`config.mk`:
```
export PLATFORM = sky130hd
export DESIGN_NAME = rgci_div_chain
export DESIGN_NICKNAME = d
export VERILOG_FILES = /design/src/sv/rgci_pkg.sv /design/src/sv/rgci_div_cell.sv /design/src/sv/rgci_div_chain.sv
export SDC_FILE = /design/constraint.sdc
export NUM_CORES = 2
export LEC_CHECK = 0
export BUFFER_PORTS_ARGS = -buffer_cell sky130_fd_sc_hd__buf_4
export CORE_ASPECT_RATIO = 0.75
export CORE_MARGIN = 4
export CORE_UTILIZATION = 47
export DETAILED_ROUTE_END_ITERATION = 7
export PLACE_DENSITY = 0.72
export SYNTH_ARGS = -nofsm -noshare
export SYNTH_HDL_FRONTEND = slang
export SYNTH_HIERARCHICAL = 1
export SYNTH_SLANG_ARGS = --single-unit
```
`constraint.sdc`:
```
create_clock -name clk -period 3.8 [get_ports clk]
set_input_delay 0.38 -clock clk [delete_from_list [all_inputs] [get_ports clk]]
set_output_delay 0.38 -clock clk [all_outputs]
set_load 0.02 [all_outputs]
```
`src/sv/rgci_pkg.sv`:
```
// Package for rotated grid cell index: shared constants.
// No dependencies.
`default_nettype none
package rgci_pkg;
  localparam int unsigned CfgAw = 5;
  localparam logic [2:0] RegOx = 3'd0, RegOy = 3'd1, RegCos = 3'd2, RegSin = 3'd3,
                         RegLx = 3'd4, RegLy = 3'd5, RegDx = 3'd6, RegDy = 3'd7;
  localparam int unsigned QW = 52;   // rotated coordinate, Q.16
  localparam int unsigned DW = 33;   // depth difference
endpackage
`default_nettype wire

```
`src/sv/rgci_div_cell.sv`:
```
// One restoring-division cell: one quotient bit per cycle while en is high, handed onward.
// Depends on rgci_pkg.
`default_nettype none
module rgci_div_cell
  import rgci_pkg::*;
#(
  parameter int unsigned NW = 52,
  parameter int unsigned QB = 9,
  parameter int unsigned SH = 0,
  parameter int unsigned PW = 1
) (
  input  wire logic          clk,
  input  wire logic          en,
  input  wire logic [NW-1:0] rem_i,
  input  wire logic [NW-1:0] den_i,
  input  wire logic [QB-1:0] q_i,
  input  wire logic [PW-1:0] pay_i,
  output logic      [NW-1:0] rem_o,
  output logic      [NW-1:0] den_o,
  output logic      [QB-1:0] q_o,
  output logic      [PW-1:0] pay_o
);
  logic [NW+QB:0] d_sh;
  logic           ge;
  always_comb begin
    d_sh = {{(QB+1){1'b0}}, den_i} << SH;
    ge = ({{(QB+1){1'b0}}, rem_i} >= d_sh);
  end
  always_ff @(posedge clk) begin
    if (en) begin
      rem_o <= ge ? rem_i - d_sh[NW-1:0] : rem_i;
      den_o <= den_i;
      q_o   <= q_i | (QB'(ge) << SH);
      pay_o <= pay_i;
    end
  end
endmodule
`default_nettype wire

```
`src/sv/rgci_div_chain.sv`:
```
// Chain of division cells, most significant quotient bit first.
// Depends on rgci_pkg and rgci_div_cell.
`default_nettype none
module rgci_div_chain
  import rgci_pkg::*;
#(
  parameter int unsigned NW = 52,
  parameter int unsigned QB = 9,
  parameter int unsigned PW = 1
) (
  input  wire logic          clk,
  input  wire logic          en,
  input  wire logic [NW-1:0] num_i,
  input  wire logic [NW-1:0] den_i,
  input  wire logic [PW-1:0] pay_i,
  output logic      [QB-1:0] q_o,
  output logic      [PW-1:0] pay_o
);
  logic [NW-1:0] rem [QB+1];
  logic [NW-1:0] den [QB+1];
  logic [QB-1:0] q   [QB+1];
  logic [PW-1:0] pay [QB+1];
  assign rem[0] = num_i;
  assign den[0] = den_i;
  assign q[0]   = '0;
  assign pay[0] = pay_i;
  for (genvar g = 0; g < QB; g++) begin : g_cell
    rgci_div_cell #(.NW(NW), .QB(QB), .SH(QB-1-g), .PW(PW)) u_cell (
      .clk, .en, .rem_i(rem[g]), .den_i(den[g]), .q_i(q[g]), .pay_i(pay[g]),
      .rem_o(rem[g+1]), .den_o(den[g+1]), .q_o(q[g+1]), .pay_o(pay[g+1]));
  end
  assign q_o   = q[QB];
  assign pay_o = pay[QB];
endmodule
`default_nettype wire

```
==> flow_summary_export.csv <==
group,metric,value,unit
run_status,status,"completed",
pwr,cellPowerDensity,432,nW/µm²
clock_network,cts-root-buf,"clkbuf_16",
drt,drtAntennaViolNets,0,
pwr,p_clk_share,33.3,%
drt,wire_per_inst,19.0,µm
clock_network,clk_pin_slew,0.06,ns
pwr,p_sw_share,28.8,%
floorplan,io_pins,117,
placement,finalWeightedCongestion,1.01,
floorplan,die_w,414,µm
critical_path,crit_chain,"ha_2, or4bb_1, nor4_2, buf_4, a31oi_1, a32o_1, a211oi_4, buf_12, inv_2, o41ai_4",
global_route,grt_pass1_vias,41000,
run,cap_violations,0,
floorplan,die-area,130000,µm²
drt,vias,42400,
clock_network,worstSkewPairLatency,0.70,ns
clock_network,ctsHtreeMaxLevel,3,
critical_path,r2r_slack,0.12,ns
critical_path,critPathArrivalTime,4.19,ns
critical_path,worst-r2r-cell-count,10,
critical_path,crit_type,"reg -> reg",
drt,wl,144,mm
clock_network,clockBufferDepth,3,
clock_network,tritoncts,"yes",
critical_path,cp-end-kind,"flip-flop",
layout,final_nets,6428,
pwr,p_leak,27.6,nW
synthesis,synthCells,5564,
synthesis,yosys_warnings,6,
floorplan,coreArea,122000,µm²
layout,drive_gt1_share,11.4,%
layout,diodes,0,
synthesis,synth.cell_area,58200,µm²
floorplan,rows,111,
sta,worst_pin_slew,0.924,ns
drt,drt_iter0_drc,3018,
pwr,irDropWorstVdd,385,µV
layout,synthToLayoutAreaGrowth,13.6,%
sta,period_share,96.9,%
global_route,grt_max_degree,115,
critical_path,critPathMaxStageDelay,0.56,ns
min_path,hp-class,"in -> reg",
placement,hpwl,114,mm
drt,first_pass_iters,5,
floorplan,die_height,313,µm
sta,timing.slew.headroom,37.8,%
global_route,grt_pass1_wl,225,mm
min_path,hold_end,"g_cell[0].u_cell/rem_o[9]",
sta,setup_viol,0,
floorplan,start_util,47.5,%
pwr,seqPwrFrac,44.0,%
critical_path,crit_path_top_delay_cell,"or4bb_1",
pwr,p_int,20.3,mW
min_path,holdPathStages,3,
critical_path,required,4.31,ns
pwr,comb_power_share,22.8,%
critical_path,r2r-end,"g_cell[2].u_cell/rem_o[49]",
sta,finalHoldViolCount,0,
critical_path,crit_fanout,34,
global_route,groute.usage.overall,21.7,%
drt,routed_via_density,5.58,
sta,clock.fmax,0.272,GHz
sta,setup_ws,0.118,ns
pwr,switching_power,8.21,mW
drt,route.detailed.drc,0,
critical_path,crit-reg2reg-launch,"g_cell[1].u_cell/rem_o[11]",
synthesis,synth_area_per_cell,10.5,µm²
sta,finalMaxSlewViolations,0,
sta,whs,0.0903,ns
sta,fin_crit,3.68,ns
global_route,overflow,0,
clock_network,cts_sinks,922,
sta,fin_skew,0.0256,ns
placement,place_ws,0.0375,ns
placement,numPortBuffers,116,
global_route,antenna_found_initial,1,
min_path,hold_start,"num_i[9]",
clock_network,cts_made_buffers,95,
critical_path,worstSetupStartpointType,"flip-flop",
-- layout by cell type, fill, tap and decap left out, types with 71 or more instances in the layout --
| cell type | instances |
|---|---|
| xor2_1 | 126 |
| clkbuf_16 | 96 |
| buf_4 | 303 |
| edfxtp_1 | 922 |
| nand2_1 | 493 |
| a21o_1 | 194 |
| ha_1 | 430 |
| o21ai_1 | 78 |
| inv_1 | 540 |
| nand4_1 | 108 |
| nor2_1 | 304 |
| a21oi_1 | 495 |
| dlygate4sd3_1 | 100 |
| xnor2_1 | 184 |
| nand3_1 | 81 |
| o21bai_1 | 75 |
| nor3_1 | 71 |
| o21ai_0 | 297 |
-- power by group through the flow --
stage	logic, mW	registers, mW	clock network [mW]
2_1_floorplan	4.62	12.5	0
3_3_place_gp	6.26	12.7	0
3_5_place_dp	6.30	12.8	0
4_1_cts	6.42	12.5	9.79
5_1_grt	7.19	12.6	10.2
6_report	6.50	12.5	9.49
-- routing by layer --
layer  GRT usage, %  part of all wire [%]  wire (µm)  vias to the layer above
met3           2.68                   4.9       7090                      248
met5              0                     0          0                        -
li1               -                     -          -                    21100
met4           8.10                   4.1       5850                        0
met1           31.1                    47      68300                    19900
met2           33.8                    44      62800                     1192
-- worst max-delay path, delay by kind of cell (launching register included) --
| family | cells | cell delay, ns |
|---|---|---|
| AO/OA/AOI/OAI | 4 | 1.13 |
| adder cells (fa/ha/maj) | 1 | 0.41 |
| buffers and inverters | 3 | 0.63 |
| flip-flops | 1 | 0.42 |
| AND/OR/NAND/NOR | 2 | 0.89 |
-- repair_timing --
action,CTS,global route
hold endpoints to repair,100,0
resized for setup,0,8
hold buffers,100,0
setup endpoints to repair,0,10
buffers inserted,0,0
-- state kept, by name, summed over array words and instances (netlist names) --
signal               flops
g_cell.u_cell/den_o    416
g_cell.u_cell/pay_o      9
g_cell.u_cell/q_o       81
g_cell.u_cell/rem_o    416
-- final cells by class --
type | count | area (µm²)
well taps | 1638 | 2050
inverters | 542 | 2030
fillers | 10700 | 56400
repair buffers | 428 | 3770
clock inverters | 59 | 689
clock buffers | 114 | 2470
flip-flops and latches | 922 | 27700
multi-input cells | 3891 | 27400
-- how the worst max path moves through the flow --
stage                                           from                    endpoint  slack, ns  cells past startpoint
final                     g_cell[1].u_cell/rem_o[11]  g_cell[2].u_cell/rem_o[49]       0.12                     10
after global routing      g_cell[1].u_cell/rem_o[11]  g_cell[2].u_cell/rem_o[51]     -0.002                     10
after CTS                 g_cell[1].u_cell/rem_o[38]  g_cell[2].u_cell/rem_o[49]       0.02                     10
after global placement    g_cell[1].u_cell/rem_o[38]  g_cell[2].u_cell/rem_o[49]       0.09                     10
after floorplan            g_cell[4].u_cell/rem_o[3]   g_cell[5].u_cell/rem_o[4]       0.55                     13
after detailed placement  g_cell[1].u_cell/den_o[32]  g_cell[2].u_cell/rem_o[49]       0.04                     11
-- stage by stage --
step | utilization, % | area (µm²) | cells | setup TNS (ns) | power (mW)
after floorplan | - | 58200 | 5572 | 0 | 17.1
after global placement | 50.5 | 61900 | 7321 | 0 | 19.0
after detailed placement | 50.5 | 61900 | 7321 | 0 | 19.1
after CTS | 53.9 | 66000 | 7594 | 0 | 28.8
after global routing | 53.9 | 66100 | 7594 | -0.00174 | 30.0
final | 53.9 | 66100 | 7594 | 0 | 28.5
No activity file was read; power rests on OpenSTA's default activity.
